<file path="src/sv/cdrf_pkg.sv">
`timescale 1ns / 1ps
`default_nettype none

package cdrf_pkg;

	localparam int CFG_INDEX_BITS = 2;
	localparam int CFG_DATA_BITS = 48;

	localparam logic [CFG_INDEX_BITS-1:0] CFG_CHUNK_SIZE = 2'd0;
	localparam logic [CFG_INDEX_BITS-1:0] CFG_REGION_BASE = 2'd1;
	localparam logic [CFG_INDEX_BITS-1:0] CFG_MATCH_MODE = 2'd2;

	localparam int CHUNK_SIZE_BITS = 25;
	localparam int CHUNK_POS_BITS = 24;
	localparam int BASE_BITS = 48;
	localparam int START_BITS = 48;
	localparam int LENGTH_BITS = 40;

	localparam logic [CHUNK_SIZE_BITS-1:0] CHUNK_SIZE_RESET = 25'd4096;
	localparam logic [CHUNK_SIZE_BITS-1:0] CHUNK_MAX = 25'd16777216;
	localparam logic [LENGTH_BITS-1:0] LENGTH_MAX = '1;

	typedef struct packed {
		logic [7:0] first_byte;
		logic [7:0] second_byte;
		logic       final_byte;
	} in_word_t;

	typedef struct packed {
		logic [START_BITS-1:0]  run_start;
		logic [LENGTH_BITS-1:0] run_length;
	} out_word_t;

	typedef struct packed {
		logic [CHUNK_SIZE_BITS-1:0] chunk_size;
		logic [BASE_BITS-1:0]       region_base;
		logic                       match_mode;
	} cfg_t;

endpackage

`default_nettype wire

</file>
<file path="src/sv/cdrf_cfg_regs.sv">
`timescale 1ns / 1ps
`default_nettype none

module cdrf_cfg_regs (
	input  wire logic                                clk,
	input  wire logic                                arst_n,
	input  wire logic                                cfg_valid,
	output logic                                     cfg_ready,
	input  wire logic [cdrf_pkg::CFG_INDEX_BITS-1:0] cfg_index,
	input  wire logic [cdrf_pkg::CFG_DATA_BITS-1:0]  cfg_data,
	output cdrf_pkg::cfg_t                           cfg
);

	cdrf_pkg::cfg_t cfg_q;

	assign cfg_ready = 1'b1;
	assign cfg = cfg_q;

	always_ff @(posedge clk or negedge arst_n) begin
		if (!arst_n) begin
			cfg_q.chunk_size <= cdrf_pkg::CHUNK_SIZE_RESET;
			cfg_q.region_base <= '0;
			cfg_q.match_mode <= 1'b0;
		end else if (cfg_valid) begin
			case (cfg_index)
				cdrf_pkg::CFG_CHUNK_SIZE: begin
					cfg_q.chunk_size <= cfg_data[cdrf_pkg::CHUNK_SIZE_BITS-1:0];
				end
				cdrf_pkg::CFG_REGION_BASE: begin
					cfg_q.region_base <= cfg_data[cdrf_pkg::BASE_BITS-1:0];
				end
				cdrf_pkg::CFG_MATCH_MODE: begin
					cfg_q.match_mode <= cfg_data[0];
				end
				default: begin
				end
			endcase
		end
	end

endmodule

`default_nettype wire

</file>
<file path="src/sv/cdrf_run_core.sv">
`timescale 1ns / 1ps
`default_nettype none

module cdrf_run_core #(
	parameter int OFFSET_BITS = 40
) (
	input  wire logic                                  clk,
	input  wire logic                                  arst_n,
	input  wire logic                                  step,
	input  wire cdrf_pkg::in_word_t                    item,
	input  wire cdrf_pkg::cfg_t                        cfg,
	output logic                                       emit_hit,
	output logic [OFFSET_BITS-1:0]                     emit_offset,
	output logic [cdrf_pkg::LENGTH_BITS-1:0]           emit_length
);

	localparam int CSB = cdrf_pkg::CHUNK_SIZE_BITS;
	localparam int LB = cdrf_pkg::LENGTH_BITS;
	localparam int SW = (OFFSET_BITS + 1 > CSB) ? OFFSET_BITS + 1 : CSB;

	logic [OFFSET_BITS-1:0]             byte_offset_q;
	logic [cdrf_pkg::CHUNK_POS_BITS-1:0] chunk_position_q;
	logic                               chunk_differs_q;
	logic                               run_open_q;
	logic [OFFSET_BITS-1:0]             run_offset_q;
	logic [LB-1:0]                      run_bytes_q;

	logic [CSB-1:0]         size_eff;
	logic [CSB-1:0]         count;
	logic                   differs;
	logic                   close;
	logic                   qual;
	logic                   last;
	logic [OFFSET_BITS-1:0] next_offset;
	logic [SW-1:0]          here_p1_w;
	logic [SW-1:0]          count_w;
	logic [SW-1:0]          start_diff;
	logic [OFFSET_BITS-1:0] open_offset;
	logic [LB:0]            run_sum;
	logic [LB-1:0]          run_sum_sat;
	logic [LB-1:0]          count_len;

	always_comb begin
		if (cfg.chunk_size == '0) begin
			size_eff = CSB'(1);
		end else if (cfg.chunk_size > cdrf_pkg::CHUNK_MAX) begin
			size_eff = cdrf_pkg::CHUNK_MAX;
		end else begin
			size_eff = cfg.chunk_size;
		end
	end

	assign last = item.final_byte;
	assign differs = chunk_differs_q | (item.first_byte != item.second_byte);
	assign count = CSB'(chunk_position_q) + CSB'(1);
	assign close = (count >= size_eff) || last;
	assign qual = cfg.match_mode ? !differs : differs;
	assign next_offset = (byte_offset_q == '1) ? byte_offset_q :
		byte_offset_q + OFFSET_BITS'(1);

	assign here_p1_w = SW'(byte_offset_q) + SW'(1);
	assign count_w = SW'(count);
	assign start_diff = here_p1_w - count_w;
	assign open_offset = (here_p1_w >= count_w) ? start_diff[OFFSET_BITS-1:0] : '0;

	assign count_len = LB'(count);
	assign run_sum = (LB + 1)'(run_bytes_q) + (LB + 1)'(count);
	assign run_sum_sat = run_sum[LB] ? cdrf_pkg::LENGTH_MAX : run_sum[LB-1:0];

	assign emit_hit = close && (qual ? last : run_open_q);
	assign emit_offset = (qual && !run_open_q) ? open_offset : run_offset_q;
	assign emit_length = qual ? (run_open_q ? run_sum_sat : count_len) : run_bytes_q;

	always_ff @(posedge clk or negedge arst_n) begin
		if (!arst_n) begin
			byte_offset_q <= '0;
			chunk_position_q <= '0;
			chunk_differs_q <= 1'b0;
			run_open_q <= 1'b0;
			run_offset_q <= '0;
			run_bytes_q <= '0;
		end else if (step) begin
			if (last) begin
				byte_offset_q <= '0;
				chunk_position_q <= '0;
				chunk_differs_q <= 1'b0;
				run_open_q <= 1'b0;
				run_offset_q <= '0;
				run_bytes_q <= '0;
			end else begin
				byte_offset_q <= next_offset;
				if (close) begin
					chunk_position_q <= '0;
					chunk_differs_q <= 1'b0;
					if (qual) begin
						if (run_open_q) begin
							run_bytes_q <= run_sum_sat;
						end else begin
							run_open_q <= 1'b1;
							run_offset_q <= open_offset;
							run_bytes_q <= count_len;
						end
					end else if (run_open_q) begin
						run_open_q <= 1'b0;
						run_offset_q <= '0;
						run_bytes_q <= '0;
					end
				end else begin
					chunk_position_q <= count[cdrf_pkg::CHUNK_POS_BITS-1:0];
					chunk_differs_q <= differs;
				end
			end
		end
	end

endmodule

`default_nettype wire

</file>
<file path="src/sv/chunk_diff_run_finder.sv">
// Snapshot compare and run finder. Byte pairs of two equal-length snapshots
// enter on the in channel (in_valid, in_ready, in_data), one word per byte
// offset, with final_byte set on the last pair. Bytes are grouped into chunks
// of chunk_size; runs of qualifying chunks leave on the out channel as a
// start address and a length in bytes.
// The configuration channel (cfg_valid, cfg_ready, cfg_index, cfg_data) is
// always ready and must only be written while no stream is in flight.
// There are three register stages: input, run tracking result, and the
// address adder on the output. A word that closes a run shows its result on
// out_data with out_valid high once it has passed through all three.
// Throughput is one word per cycle while the receiver takes results.
// A stalled receiver freezes all three stages; in_ready stays high until the
// input register holds a word that cannot move on.
// Reset clears the stream state, the pipeline and the configuration
// (chunk_size 4096, region_base 0, match_mode 0). After a final byte the
// stream state returns to its reset values, so a new snapshot pair may follow.
`timescale 1ns / 1ps
`default_nettype none

module chunk_diff_run_finder #(
	parameter int OFFSET_BITS = 40,
	parameter int ADDRESS_BITS = 48
) (
	input  wire logic                                clk,
	input  wire logic                                arst_n,
	input  wire logic                                in_valid,
	output logic                                     in_ready,
	input  wire cdrf_pkg::in_word_t                  in_data,
	output logic                                     out_valid,
	input  wire logic                                out_ready,
	output cdrf_pkg::out_word_t                      out_data,
	input  wire logic                                cfg_valid,
	output logic                                     cfg_ready,
	input  wire logic [cdrf_pkg::CFG_INDEX_BITS-1:0] cfg_index,
	input  wire logic [cdrf_pkg::CFG_DATA_BITS-1:0]  cfg_data
);

	localparam int LB = cdrf_pkg::LENGTH_BITS;
	localparam int SUM_BITS = 64;
	localparam logic [SUM_BITS-1:0] ADDR_MASK = (ADDRESS_BITS >= SUM_BITS) ? '1 :
		((SUM_BITS'(1) << ADDRESS_BITS) - SUM_BITS'(1));

	cdrf_pkg::cfg_t     cfg;
	cdrf_pkg::in_word_t item_s1;
	logic               valid_s1;
	logic               en;
	logic               hit;
	logic [OFFSET_BITS-1:0] hit_offset;
	logic [LB-1:0]      hit_length;

	logic                   valid_s2;
	logic [OFFSET_BITS-1:0] offset_s2;
	logic [LB-1:0]          length_s2;
	logic [SUM_BITS-1:0]    start_sum;

	logic                out_valid_q;
	cdrf_pkg::out_word_t out_data_q;

	assign en = !out_valid_q || out_ready;
	assign in_ready = en || !valid_s1;
	assign out_valid = out_valid_q;
	assign out_data = out_data_q;

	cdrf_cfg_regs u_cfg_regs (
		.clk       (clk),
		.arst_n    (arst_n),
		.cfg_valid (cfg_valid),
		.cfg_ready (cfg_ready),
		.cfg_index (cfg_index),
		.cfg_data  (cfg_data),
		.cfg       (cfg)
	);

	cdrf_run_core #(
		.OFFSET_BITS (OFFSET_BITS)
	) u_run_core (
		.clk         (clk),
		.arst_n      (arst_n),
		.step        (en && valid_s1),
		.item        (item_s1),
		.cfg         (cfg),
		.emit_hit    (hit),
		.emit_offset (hit_offset),
		.emit_length (hit_length)
	);

	always_ff @(posedge clk or negedge arst_n) begin
		if (!arst_n) begin
			valid_s1 <= 1'b0;
			valid_s2 <= 1'b0;
			out_valid_q <= 1'b0;
		end else begin
			if (in_ready) begin
				valid_s1 <= in_valid;
			end
			if (en) begin
				valid_s2 <= valid_s1 && hit;
				out_valid_q <= valid_s2;
			end
		end
	end

	always_ff @(posedge clk) begin
		if (in_ready && in_valid) begin
			item_s1 <= in_data;
		end
		if (en) begin
			offset_s2 <= hit_offset;
			length_s2 <= hit_length;
			out_data_q.run_start <= start_sum[cdrf_pkg::START_BITS-1:0];
			out_data_q.run_length <= length_s2;
		end
	end

	assign start_sum = (SUM_BITS'(cfg.region_base) + SUM_BITS'(offset_s2)) & ADDR_MASK;

endmodule

`default_nettype wire

</file>
<file path="config.mk">
export PLATFORM = sky130hd
export DESIGN_NAME = chunk_diff_run_finder
export DESIGN_NICKNAME = d
export VERILOG_FILES = /design/src/sv/cdrf_pkg.sv /design/src/sv/cdrf_cfg_regs.sv /design/src/sv/cdrf_run_core.sv /design/src/sv/chunk_diff_run_finder.sv
export SDC_FILE = /design/constraint.sdc
export NUM_CORES = 1
export LEC_CHECK = 0
export BUFFER_PORTS_ARGS = -buffer_cell sky130_fd_sc_hd__buf_2
export CAP_MARGIN = 15
export CORE_MARGIN = 2
export CORE_UTILIZATION = 28
export CTS_BUF_LIST = sky130_fd_sc_hd__clkbuf_4 sky130_fd_sc_hd__clkbuf_8
export DETAILED_ROUTE_END_ITERATION = 10
export PLACE_DENSITY = 0.49
export REMOVE_ABC_BUFFERS = 1
export SETUP_SLACK_MARGIN = 0.3
export SYNTH_ARGS = -nofsm -noshare
export SYNTH_HDL_FRONTEND = slang
export SYNTH_SLANG_ARGS = --single-unit
export TNS_END_PERCENT = 20
</file>
<file path="constraint.sdc">
create_clock -name clk -period 18 [get_ports clk]
set_input_delay 5.4 -clock clk [delete_from_list [all_inputs] [get_ports clk]]
set_output_delay 5.4 -clock clk [all_outputs]
set_load 0.03 [all_outputs]
</file>
# Word level (Yosys, flattened, before mapping)
# Cells that the tools add are included.
# op_classes
n_eq_ne,6
n_reduce_logical,23
bitwise,1
magnitude_cmp,3
muxes,26
addsub,6
# op_table
op,n
$mux 40,15
$mux 25,2
$add 48x40->48,1
$mux 24,2
$add 40x1->41 const B,1
$add 40x25->41,1
$ge 41x25->1,1
$add 40x1->40 const B,1
$eq 40x40->1 const B,1
$sub 40x25->40,1
$add 24x1->25 const B,1
$ge 25x25->1,1
$gt 25x25->1 const B,1
$logic_not 25->1,1
$reduce_and 2->1,5
$ne 8x8->1,1
$mux 1,7
$logic_and 1x1->1,5
$logic_not 1->1,4
$reduce_and 4->1,1
$logic_or 1x1->1,3
$ne 3x3->1 const B,1
$reduce_and 3->1,1
$reduce_bool 3->1,1
other kinds (6),6
# word_totals
inputBits,72
wordCells,84
regBits,408

# Longest topological paths before layout
# Gate-level depths: netlist (run 1).
# depth
word_depth,7
mapped_depth,20
ltp_nobuf,18

# Hierarchy
# From an unflattened synthesis (run 1), not the netlist that was laid out.
# hier_totals
hier_cells,2285
area_unflattened_um2,23457.5
# modules_own_cells
module,seq_area_each_um2,n_inst,area_per_inst_um2,cells_each
cdrf_run_core,3653.5,1,12796.0,1614
chunk_diff_run_finder,5630.4,1,7875.1,511
cdrf_cfg_regs,1853.0,1,2786.4,160

# Worst setup path after synthesis (run 1)
# OpenSTA, ideal clock, no wires.
# synth_timing
kind,input-to-reg
startpoint,input port out_ready
endpoint,register u_run_core.run_bytes_q[31]
n_path_buf,2
path_stages,8
required_time_ps,17931
arrival_ps,12353
slack_ps,5578
path_cell_list,nand2b_1 -> nand2_1 -> a2111oi_2 -> a21o_1 -> clkbuf_1 -> buf_2 -> o311ai_1 -> nand3_1
# synth_via
elab_chain_cells,3
# synth_lines
item,line,text
"start, declared",chunk_diff_run_finder.sv:30,"input wire logic out_ready,"
$logic_or 1x1->1,chunk_diff_run_finder.sv:59,assign en = !out_valid_q || out_ready;
$logic_and 1x1->1,chunk_diff_run_finder.sv:79,".step (en && valid_s1),"
$reduce_and 3->1 (no line),n/a,
"end signal, assigned",cdrf_run_core.sv:97,run_bytes_q <= run_sum_sat;
"end signal, assigned",cdrf_run_core.sv:101,run_bytes_q <= count_len;
"end, declared",cdrf_run_core.sv:26,logic [LB-1:0] run_bytes_q;
# Every way passes these cells.
# A chain may end at the register's enable or synchronous reset.

# Worst setup path after layout (run 1)
# layout_timing
startpoint,input port out_ready
endpoint,output port in_ready
# layout_via
elab_chain_cells,2
# layout_lines
item,line,text
$logic_or 1x1->1,chunk_diff_run_finder.sv:59,
$logic_or 1x1->1,chunk_diff_run_finder.sv:60,assign in_ready = en || !valid_s1;
"end, declared",chunk_diff_run_finder.sv:27,"output logic in_ready,"
# Every way passes these cells.

==> results by group, run 1 <==
Status
  • Result of the run: completed

Clock network
  • Clock Path Buffers: 3
  • CTS Hold Bufs: 0
  • Worst-path clk slew: roughly 0.050 ns
  • Postcts setup bufs: 0
  • Buffer cell driving the clock tree root: sky130_fd_sc_hd__clkbuf_8
  • Number of H-tree levels: 3
  • Resize count post-CTS: 0
  • Clock sink count: between 400 and 500
  • Number of buffers inserted during clock tree synthesis: 78
  • CTS tree: yes
  • Insertion delay to the later sink of the worst-skew pair: between 0.6 and 0.7 ns

Power and ir drop
  • Leakage power figure: roughly 12 nW
  • VDD IR max: between 0.00005 and 0.00006 V
  • Power density normalized to cell area: approximately 140 nW/um^2

Layout
  • Net count, final: 2619
  • Area delta synth->final: 16.4%
  • Count of fill cells added during filler insertion: between 8000 and 9000
  • Area of the multi-input gates: around 11000 um^2
  • Register cell area after layout: ~11000 um^2
  • Commonest non-fill, non-tap cell in the layout: sky130_fd_sc_hd__nand2_1
  • Fin cells: 3565
  • Post-route standard cell area excluding fillers: 26900 um^2
  • Proportion of layout cells with a drive suffix above 1: roughly 18%
  • Leading cell types in the layout, fill and taps excluded: sky130_fd_sc_hd__nand2_1 (280), sky130_fd_sc_hd__dfrtp_1 (222), sky130_fd_sc_hd__edfxtp_1 (185)

STA
  • Hold violation count in the final report: 0
  • Final setup TNS: 0 ns
  • Setup repair after global routing missed its margin: no
  • Slew of the pin with the lowest slew margin: 1.07 ns
  • Endpoints failing setup: 0
  • Worst max-slew margin expressed relative to the limit: between 20 and 30%
  • Final hold slack: 0.418 ns
  • Post-route fraction of the period consumed by the critical path: 62.6%
  • Time the final worst path needs with I/O delays and setup: between 10 and 15 ns
  • Max Clk Rate: approximately 89 MHz
  • Worst clock skew: roughly 0.044 ns
  • Final number of max-transition violations: 0

Synthesis
  • Post-synthesis compound-gate area fraction: 17.5%
  • Post-synthesis mux area share: under 10%
  • Adder and majority cell fraction of the synthesized area: ~6.5%
  • Fraction of synthesis flops using an asynchronous set or reset pin: 54.7%
  • Portion of the post-synthesis area used by sequential elements: ~48%
  • Yosys warnings: 0
  • EDFF count, synth: between 150 and 200
  • Distinct cell type count after synthesis: between 90 and 100
  • Syn avg cell area: between 10 and 15 um^2
  • Post-Syn Area: between 20000 and 25000 um^2
  • Dominant register cell in the synthesized netlist: sky130_fd_sc_hd__dfrtp_1
  • Yosys reg bits: ~410
  • Share of synthesized cell area in and, or, nand and nor gates: about 15%
  • Post-Synthesis Cells: ~2300
  • Area share of xor/xnor cells in the synthesized design: 6.13%
  • Largest family of logic cells by synthesized area: compound AO/OA/AOI/OAI gates

Global route
  • Overall global routing resource usage: ~16%
  • Initial antenna violation count: 3
  • Vias in the first global route: around 18000
  • Largest net degree at the start of global routing: 121
  • Wire length of the first global-routing pass: 105 mm
  • Total global routing overflow: 0

Floorplan
  • Initial standard-cell utilization of the core: between 20% and 30%
  • Area enclosed by the die boundary: approximately 85000 um^2
  • DIE HEIGHT: 292 um
  • Number of placement rows: approximately 110
  • Core region area: 82000 um^2
  • Width of the die: ~290 um
  • # IOs: 163

Route
  • Via Count: 18200
  • Wirelength, routed: ~67 mm
  • Detail-routed net length per standard cell: between 15 and 20 um
  • First-pass detailed-route iteration total: 5
  • Remaining antenna violation count: 0
  • Violation count after the first detailed-routing iteration: 1187
  • Post-detailed-route via-to-cell ratio: ~5
  • Total DRC errors in the routed layout: 0

Critical path
  • Type of destination of the critical path: output pin
  • Cell with the largest stage delay on the worst path: sky130_fd_sc_hd__buf_2
  • Critical path data arrival time: roughly 6 ns
  • Cells along the critical path: buf_2 -> nand3b_1 -> buf_2
  • Cell with the most instances on the worst path: sky130_fd_sc_hd__buf_2
  • Reg-to-reg setup timing slack: about 11 ns
  • Buffer and inverter count on the worst path: 2
  • CP Launch Type: primary input
  • Data required time of the critical path: between 10 and 15 ns
  • Max incr delay on CP: roughly 0.20 ns
  • Start-to-end type of the worst setup path: in -> out
  • Largest fanout of any net on the critical path: 3
  • Largest delay share family, worst path: buffers and inverters

Place
  • Detailed-placement wirelength estimate: 48.7 mm
  • Routability congestion estimate: 0.866
  • Input/output buffers: 161
  • Placement-stage cell area: 25200 um^2
  • Dpl cells: ~3400

Worst hold path
  • Worst min path class: reg -> reg

Job
  • Number of max-cap violations: 0
## metal layers
metal  part of all wire (%)  GRT usage (%)  wire [um]
met5                      0              0          0
met4                    2.7           5.51       1830
met3                    4.8           2.49       3250
met2                     45           24.0      30000
met1                     48           22.0      32200
## report_power, final
group | total (mW) | switching [mW] | internal (mW)
clock | 1.04 | 0.430 | 0.614
sequential | 1.37 | 0.106 | 1.26
combinational | 1.36 | 0.874 | 0.488
## flip-flops by register name, summed over array words and instances, names as in the netlist
name                         cells
out_valid                        1
u_run_core.run_open_q            1
offset_s2                       40
u_run_core.chunk_position_q     24
valid_s1                         1
u_run_core.chunk_differs_q       1
u_run_core.run_offset_q         40
valid_s2                         1
length_s2                       40
item_s1                         17
u_run_core.byte_offset_q        40
out_data                        88
u_cfg_regs.cfg                  74
u_run_core.run_bytes_q          40
## cells by family after synthesis
kind of cell               after synthesis
DFF                                    408
xor gates and xnor gates               162
buffers and inverters                  165
and+or+nand+nor                        714
AOI/OAI and AO/OA                      613
adders and majority gates              119
other                                    1
muxes                                   84
## cell type report
type                    count  area share, %
multi-input cells        1693           42.5
flip-flops and latches    408           41.3
clock buffers             117           5.30
well taps                1070           4.97
repair buffers            184           3.71
clock inverters            29           1.30
inverters                  63          0.877
diodes                      1        0.00929
## synth_stat cells, types with 39 or more instances
master                     instances  area [um^2]
sky130_fd_sc_hd__a21o_1           49          368
sky130_fd_sc_hd__a21oi_1         113          566
sky130_fd_sc_hd__a22o_1           48          420
sky130_fd_sc_hd__and3_1           39          244
sky130_fd_sc_hd__clkbuf_1         79          297
sky130_fd_sc_hd__dfrtp_1         222         5560
sky130_fd_sc_hd__edfxtp_1        185         5560
sky130_fd_sc_hd__ha_1            116         1450
sky130_fd_sc_hd__inv_1            61          229
sky130_fd_sc_hd__mux2_2           78          878
sky130_fd_sc_hd__nand2_1         281         1050
sky130_fd_sc_hd__nand3_1          80          400
sky130_fd_sc_hd__nor2_1          119          447
sky130_fd_sc_hd__o21ai_0         153          766
sky130_fd_sc_hd__o31ai_1          51          383
sky130_fd_sc_hd__xnor2_1          93          815
sky130_fd_sc_hd__xor2_1           69          604
## through the flow
step | power, mW | worst slack [ns] | utilization [%]
2_1_floorplan | 2.32 | 3.38 | -
3_3_place_gp | 2.73 | 6.72 | 30.7
3_5_place_dp | 2.75 | 6.72 | 30.7
4_1_cts | 3.82 | 6.71 | 32.9
5_1_grt | 4.01 | 6.69 | 32.9
6_report | 3.77 | 6.72 | 32.9
## worst reg2reg max path: stages (launching register included)
cell                        delay [ns]
sky130_fd_sc_hd__dfrtp_1          0.53
sky130_fd_sc_hd__ha_1             0.31
sky130_fd_sc_hd__inv_1            0.12
sky130_fd_sc_hd__nor4_1           0.66
sky130_fd_sc_hd__and2_1           0.31
sky130_fd_sc_hd__nor3b_1          0.64
sky130_fd_sc_hd__and3_1           0.26
sky130_fd_sc_hd__xor2_1           0.60
sky130_fd_sc_hd__ha_1             0.37
sky130_fd_sc_hd__nand4_1          0.13
sky130_fd_sc_hd__nor3_1           0.07
sky130_fd_sc_hd__a211o_1          0.30
sky130_fd_sc_hd__a2111oi_1        0.47
sky130_fd_sc_hd__buf_4            0.23
sky130_fd_sc_hd__inv_1            0.08
sky130_fd_sc_hd__o21ai_4          0.82
sky130_fd_sc_hd__a21o_1           0.39
sky130_fd_sc_hd__buf_4            0.48
sky130_fd_sc_hd__a22o_1           0.26
## path summary, 6_finish.rpt
check / startpoint / to / cells past startpoint
setup / recovery: out_ready / in_ready / 3
hold / removal: length_s2[25]$_DFFE_PP_ / out_data[25]$_DFFE_PP_ / 0
setup reg to reg: u_run_core.chunk_position_q[0]$_DFFE_PN0P_ / u_run_core.run_offset_q[31]$_DFFE_PN0P_ / 18
hold reg to reg: length_s2[25]$_DFFE_PP_ / out_data[25]$_DFFE_PP_ / 0
max in group asynchronous: arst_n / u_cfg_regs.cfg[18]$_DFFE_PN0P_ / 2
min in group asynchronous: arst_n / u_run_core.byte_offset_q[35]$_DFFE_PN0P_ / 1
(Power assumes the default switching activity.)
==> run 2: changes to the inputs <==
--- a/config.mk
+++ b/config.mk
@@ -11,7 +11,7 @@
 export CORE_UTILIZATION = 28
 export CTS_BUF_LIST = sky130_fd_sc_hd__clkbuf_4 sky130_fd_sc_hd__clkbuf_8
 export DETAILED_ROUTE_END_ITERATION = 10
-export PLACE_DENSITY = 0.49
+export PLACE_DENSITY = 0.51
 export REMOVE_ABC_BUFFERS = 1
 export SETUP_SLACK_MARGIN = 0.3
 export SYNTH_ARGS = -nofsm -noshare
==> constraint.sdc (replaced) <==
create_clock -name clk -period 9.3 [get_ports clk]
set_input_delay 2.79 -clock clk [delete_from_list [all_inputs] [get_ports clk]]
set_output_delay 2.79 -clock clk [all_outputs]
set_load 0.03 [all_outputs]
==> results by group, run 2 (synthesized netlist as in run 1, its figures left out) <==
Status
  • Result of the run: completed

Clock network
  • Buffer cell driving the clock tree root: sky130_fd_sc_hd__clkbuf_8
  • Number of buffers inserted during clock tree synthesis: 76
  • Insertion delay to the later sink of the worst-skew pair: slightly below 0.7 ns
  • Clock sink count: approximately 410
  • CTS Hold Bufs: 0
  • Number of H-tree levels: 3
  • Clock Path Buffers: 3
  • CTS tree: yes
  • Resize count post-CTS: 0
  • Worst-path clk slew: roughly 0.060 ns
  • Postcts setup bufs: 0

Global route
  • Largest net degree at the start of global routing: between 100 and 150
  • Overall global routing resource usage: between 15 and 20%
  • Initial antenna violation count: 1
  • Wire length of the first global-routing pass: around 100 mm
  • Total global routing overflow: 0
  • Vias in the first global route: 17500

Layout
  • Count of fill cells added during filler insertion: roughly 8400
  • Leading cell types in the layout, fill and taps excluded: sky130_fd_sc_hd__nand2_1 (280), sky130_fd_sc_hd__dfrtp_1 (222), sky130_fd_sc_hd__edfxtp_1 (185)
  • Post-route standard cell area excluding fillers: 26800 um^2
  • Fin cells: about 3600
  • Register cell area after layout: 11100 um^2
  • Area of the multi-input gates: 11400 um^2
  • Proportion of layout cells with a drive suffix above 1: between 15 and 20%
  • Net count, final: 2619
  • Commonest non-fill, non-tap cell in the layout: sky130_fd_sc_hd__nand2_1
  • Area delta synth->final: 15.9%
  • Number of flip-flops in the largest register: approximately 90

Critical path
  • Data required time of the critical path: roughly 9.8 ns
  • Worst reg2reg path startpoint: u_run_core.chunk_position_q[0]$_DFFE_PN0P_
  • Largest fanout of any net on the critical path: 47
  • Type of destination of the critical path: register
  • Critical path data arrival time: ~7.2 ns
  • Origin of the worst setup path: u_run_core.chunk_position_q[0]$_DFFE_PN0P_
  • CP Launch Type: register
  • Start-to-end type of the worst setup path: reg -> reg

STA
  • Worst clock skew: ~0.044 ns
  • Time the final worst path needs with I/O delays and setup: between 6 and 7 ns
  • Final number of max-transition violations: 0
  • Post-route fraction of the period consumed by the critical path: roughly 71%
  • Slew of the pin with the lowest slew margin: between 1 and 1.5 ns
  • Setup repair after global routing missed its margin: no
  • Max Clk Rate: ~150 MHz
  • Hold violation count in the final report: 0
  • Endpoints failing setup: 0
  • Worst max-slew margin expressed relative to the limit: between 20% and 30%

Job
  • Number of max-cap violations: 0

Power and ir drop
  • VDD IR max: about 0.00014 V
  • Leakage power figure: between 10 and 15 nW
  • Power density normalized to cell area: between 200 and 300 nW/um^2

Floorplan
  • # IOs: about 160
  • Area enclosed by the die boundary: ~85000 um^2
  • DIE HEIGHT: approximately 290 um
  • Width of the die: around 290 um
  • Number of placement rows: 105
  • Initial standard-cell utilization of the core: 28.3%
  • Core region area: approximately 82000 um^2

Route
  • Total DRC errors in the routed layout: 0
  • Remaining antenna violation count: 0
  • Detail-routed net length per standard cell: 19.0 um
  • First-pass detailed-route iteration total: 5
  • Wirelength, routed: between 60 and 70 mm
  • Post-detailed-route via-to-cell ratio: about 5
  • Via Count: approximately 18000
  • Violation count after the first detailed-routing iteration: 1431

Place
  • Placement-stage cell area: roughly 25000 um^2
  • Input/output buffers: 161
  • Routability congestion estimate: around 0.9
  • Detailed-placement wirelength estimate: about 49 mm
  • Dpl cells: around 3400

Worst hold path
  • Hold Crit Start: length_s2[32]$_DFFE_PP_
  • Worst min path class: reg -> reg
## run 2: cell types whose count changed in the layout (fill, tap and decap cells not counted)
cell and delta:
sky130_fd_sc_hd__inv_8 -1, sky130_fd_sc_hd__clkinv_2 +4, sky130_fd_sc_hd__bufinv_16 -3, sky130_fd_sc_hd__clkinv_8 -1, sky130_fd_sc_hd__clkinvlp_4 +1, sky130_fd_sc_hd__o21ai_2 +1, sky130_fd_sc_hd__inv_6 -1, sky130_fd_sc_hd__clkinv_1 -3
sky130_fd_sc_hd__clkbuf_8 +1, sky130_fd_sc_hd__clkinv_4 -1, sky130_fd_sc_hd__o21ai_4 -1, sky130_fd_sc_hd__clkbuf_4 -1, sky130_fd_sc_hd__buf_4 +2
## run 2: cell type report
class | count | share of cell area, %
clock buffers | 117 | 5.35
flip-flops and latches | 408 | 41.5
well taps | 1070 | 4.99
diodes | 1 | 0.00932
inverters | 63 | 0.881
repair buffers | 186 | 3.78
multi-input cells | 1693 | 42.6
clock inverters | 24 | 0.867
## run 2: where the power goes
group / total (mW) / switching (mW) / internal [mW]
Combinational: 2.63 / 1.69 / 0.941
Clock: 1.92 / 0.823 / 1.10
Sequential: 2.66 / 0.219 / 2.44
Total: 7.21 / 2.73 / 4.48
## run 2: layer usage
metal | track usage [%] | up-vias | part of all wire (%)
met1 | 22.1 | 8842 | 48
met3 | 2.43 | 83 | 5.4
met2 | 24.5 | 563 | 45
li1 | - | 8682 | -
met5 | 0 | - | 0
met4 | 4.05 | 0 | 1.7
## run 2: path summary, 6_finish.rpt
check,endpoint,slack [ns],cells past startpoint
max,u_run_core.run_bytes_q[39]$_DFFE_PN0P_,2.67,19
min reg2reg,out_data[32]$_DFFE_PP_,0.42,0
min in group asynchronous,u_run_core.byte_offset_q[28]$_DFFE_PN0P_,2.15,1
max in group asynchronous,u_cfg_regs.cfg[73]$_DFFE_PN0P_,5.98,2
min,out_data[32]$_DFFE_PP_,0.42,0
max reg2reg,u_run_core.run_bytes_q[39]$_DFFE_PN0P_,2.67,19
## run 2: worst max-delay path: stages, from the launching register on
cell and delay [ns]:
sky130_fd_sc_hd__dfrtp_1 0.47, sky130_fd_sc_hd__ha_1 0.29, sky130_fd_sc_hd__inv_1 0.10, sky130_fd_sc_hd__nor4_1 0.61, sky130_fd_sc_hd__and2_1 0.29, sky130_fd_sc_hd__nor3b_1 0.56
sky130_fd_sc_hd__and3_1 0.26, sky130_fd_sc_hd__xor2_1 0.34, sky130_fd_sc_hd__ha_1 0.31, sky130_fd_sc_hd__nand4_1 0.14, sky130_fd_sc_hd__nor3_1 0.08, sky130_fd_sc_hd__a211o_1 0.30
sky130_fd_sc_hd__a2111oi_1 0.99, sky130_fd_sc_hd__inv_1 0.17, sky130_fd_sc_hd__o21ai_2 0.16, sky130_fd_sc_hd__buf_4 0.39, sky130_fd_sc_hd__a21o_1 0.13, sky130_fd_sc_hd__buf_4 0.45
sky130_fd_sc_hd__o21ai_0 0.18, sky130_fd_sc_hd__a311oi_1 0.27
## run 2: per-stage QoR
step           hold slack [ns]  setup TNS, ns  setup slack [ns]  utilization [%]  power [mW]
2_1_floorplan            0.400        -168.31             -2.71                -        4.49
3_3_place_gp             0.405              0              2.88             30.7        5.29
3_5_place_dp             0.405              0              2.65             30.7        5.32
4_1_cts                  0.417              0              2.67             32.7        7.29
5_1_grt                  0.425              0              2.08             32.7        7.65
6_report                 0.416              0              2.67             32.7        7.21
==> run 3: changes to the inputs <==
--- a/config.mk
+++ b/config.mk
@@ -11,7 +11,7 @@
 export CORE_UTILIZATION = 28
 export CTS_BUF_LIST = sky130_fd_sc_hd__clkbuf_4 sky130_fd_sc_hd__clkbuf_8
 export DETAILED_ROUTE_END_ITERATION = 10
-export PLACE_DENSITY = 0.51
+export PLACE_DENSITY = 0.49
 export REMOVE_ABC_BUFFERS = 1
 export SETUP_SLACK_MARGIN = 0.3
 export SYNTH_ARGS = -nofsm -noshare
==> constraint.sdc (replaced) <==
create_clock -name clk -period 6.7 [get_ports clk]
set_input_delay 2.01 -clock clk [delete_from_list [all_inputs] [get_ports clk]]
set_output_delay 2.01 -clock clk [all_outputs]
set_load 0.03 [all_outputs]
==> results by group, run 3 (synthesized netlist as in run 1, its figures left out) <==
Worst hold path
  • Worst min path class: reg -> reg

Layout
  • Commonest non-fill, non-tap cell in the layout: sky130_fd_sc_hd__nand2_1
  • Number of flip-flops in the largest register: 88
  • Leading cell types in the layout, fill and taps excluded: sky130_fd_sc_hd__nand2_1 (280), sky130_fd_sc_hd__dfrtp_1 (222), sky130_fd_sc_hd__edfxtp_1 (185)
  • Proportion of layout cells with a drive suffix above 1: a little under a fifth
  • Count of fill cells added during filler insertion: around 8400
  • Area delta synth->final: 16.4%
  • Net count, final: 2632

Global route
  • Wire length of the first global-routing pass: 108 mm
  • Initial antenna violation count: 3
  • Overall global routing resource usage: roughly 16%
  • Total global routing overflow: 0
  • Vias in the first global route: ~18000
  • Largest net degree at the start of global routing: 99

Floorplan
  • Number of placement rows: roughly 110
  • Initial standard-cell utilization of the core: between 20% and 30%
  • Core region area: a little over 80000 um^2
  • DIE HEIGHT: slightly below 300 um
  • Width of the die: just under 300 um
  • Area enclosed by the die boundary: between 80000 and 90000 um^2
  • # IOs: between 150 and 200

STA
  • Final number of max-transition violations: 0
  • Hold violation count in the final report: 0
  • Final worst-path setup slack: a little under 0.8 ns
  • Time the final worst path needs with I/O delays and setup: between 5 and 6 ns
  • Final setup TNS: 0 ns
  • Setup repair after global routing missed its margin: yes
  • Post-route fraction of the period consumed by the critical path: between 80% and 90%
  • Worst max-slew margin expressed relative to the limit: a little over a third
  • Slew of the pin with the lowest slew margin: 0.974 ns
  • Endpoints failing setup: 0
  • Worst clock skew: 0.0287 ns
  • Max Clk Rate: between 150 and 200 MHz

Power and ir drop
  • Leakage power figure: between 10 and 15 nW
  • Clock network power share: between 20% and 30%
  • Combinational group share of total power: a little over a third
  • Internal power: 6.24 mW
  • Switching power: 3.85 mW
  • Power share of the sequential group: a little over a third
  • Share of total power consumed by net switching: 38.2%
  • VDD IR max: 0.000163 V
  • Final Total Pwr: 10.1 mW
  • Power density normalized to cell area: roughly 370 nW/um^2

Critical path
  • Cell with the largest stage delay on the worst path: sky130_fd_sc_hd__nor4_1
  • Reg-to-reg setup timing slack: around 0.8 ns
  • Critical path data arrival time: ~6.5 ns
  • CP Launch Type: register
  • Number of cells traversed by the worst register-to-register path: 18
  • Origin of the worst setup path: u_run_core.chunk_position_q[0]$_DFFE_PN0P_
  • Type of destination of the critical path: register
  • Data required time of the critical path: about 7.3 ns
  • Start-to-end type of the worst setup path: reg -> reg
  • Cells along the critical path: ha_1 -> inv_1 -> nor4_1 -> and2_1 -> nand4_1 -> xor2_1 -> inv_1 -> ha_1 -> nand2_1 -> or2_2 -> nor2_1 -> o21ai_0 -> a21oi_1 -> o211ai_1 -> a2111oi_4 -> a21o_1 -> buf_4 -> a22o_1
  • Reg-to-Reg End: u_run_core.run_offset_q[2]$_DFFE_PN0P_
  • Critical path destination: u_run_core.run_offset_q[2]$_DFFE_PN0P_
  • Largest fanout of any net on the critical path: 40
  • Worst reg2reg path startpoint: u_run_core.chunk_position_q[0]$_DFFE_PN0P_
  • Max incr delay on CP: around 0.64 ns

Clock network
  • Clock sink count: between 400 and 500
  • Number of buffers inserted during clock tree synthesis: 79
  • Buffer cell driving the clock tree root: sky130_fd_sc_hd__clkbuf_8
  • CTS tree: yes
  • Worst-path clk slew: ~0.060 ns
  • Number of H-tree levels: 3
  • Postcts setup bufs: 0
  • Insertion delay to the later sink of the worst-skew pair: between 0.6 and 0.7 ns
  • Clock Path Buffers: 3

Place
  • Input/output buffers: roughly 160
  • Detailed-placement wirelength estimate: 50.9 mm
  • Setup slack at placement: 0.764 ns
  • Routability congestion estimate: ~0.9

Status
  • Result of the run: completed

Route
  • Violation count after the first detailed-routing iteration: approximately 1300
  • Post-detailed-route via-to-cell ratio: ~5.1
  • Wirelength, routed: 69.7 mm
  • Remaining antenna violation count: 0
  • First-pass detailed-route iteration total: 7
  • Via Count: roughly 18000
  • Total DRC errors in the routed layout: 0
  • Detail-routed net length per standard cell: around 19 um

Job
  • Number of max-cap violations: 0
==> run 3: power by group through the flow <==
stage / logic [mW] / registers [mW] / clock network, mW
2_1_floorplan: 2.13 / 4.11 / 0
3_3_place_gp: 3.64 / 3.74 / 0
3_5_place_dp: 3.68 / 3.74 / 0
4_1_cts: 3.70 / 3.70 / 2.80
5_1_grt: 4.04 / 3.76 / 2.91
6_report: 3.70 / 3.69 / 2.70
==> run 3: through the flow <==
stage | cells | area (um^2) | hold slack [ns] | util (%)
after floorplan | 2164 | 22700 | 0.400 | -
after global placement | 3430 | 25200 | 0.403 | 30.8
after detailed placement | 3430 | 25200 | 0.405 | 30.8
after CTS | 3577 | 27000 | 0.405 | 32.9
after global routing | 3578 | 27000 | 0.421 | 32.9
final | 3578 | 27000 | 0.414 | 32.9
==> run 3: per-layer routing <==
metal	part of all wire (%)	GRT usage [%]
met1	47	22.9
met2	44	24.7
met3	5.8	3.08
met4	2.5	5.38
met5	0.049	0
==> run 3: worst max-delay path, delay by kind of cell, from the launching register on <==
kind | cells | cell delay (ns)
flops | 1 | 0.46
buf+inv | 3 | 0.79
simple gates | 6 | 1.80
fa+ha+maj | 2 | 0.62
compound gates | 6 | 1.88
xor+xnor | 1 | 0.27
==> run 3: cell type report <==
| class | instances | area [um^2] | area share [%] |
|---|---|---|---|
| Sequential cell | 408 | 11100 | 41.3 |
| Clock inverter | 34 | 295 | 1.10 |
| Timing Repair Buffer | 196 | 1090 | 4.05 |
| Inverter | 63 | 236 | 0.877 |
| Multi-Input combinational cell | 1693 | 11400 | 42.4 |
| Tap cell | 1070 | 1340 | 4.96 |
| Antenna cell | 1 | 2.50 | 0.00928 |
| Clock buffer | 113 | 1420 | 5.28 |
==> run 3: repair_timing <==
| action | CTS | global route |
|---|---|---|
| hold buffers | 0 | 0 |
| endpoints found under the setup margin | 0 | 23 |
| gates resized for setup | 0 | 1 |
==> run 3: how the worst min path moves through the flow <==
| stage | from | to | depth (start not counted) |
|---|---|---|---|
| 6_report | length_s2[32]$_DFFE_PP_ | out_data[32]$_DFFE_PP_ | 0 |
| 2_1_floorplan | length_s2[0]$_DFFE_PP_ | out_data[0]$_DFFE_PP_ | 0 |
| 3_3_place_gp | length_s2[30]$_DFFE_PP_ | out_data[30]$_DFFE_PP_ | 0 |
| 3_5_place_dp | length_s2[28]$_DFFE_PP_ | out_data[28]$_DFFE_PP_ | 0 |
| 4_1_cts | length_s2[32]$_DFFE_PP_ | out_data[32]$_DFFE_PP_ | 0 |
| 5_1_grt | length_s2[32]$_DFFE_PP_ | out_data[32]$_DFFE_PP_ | 0 |
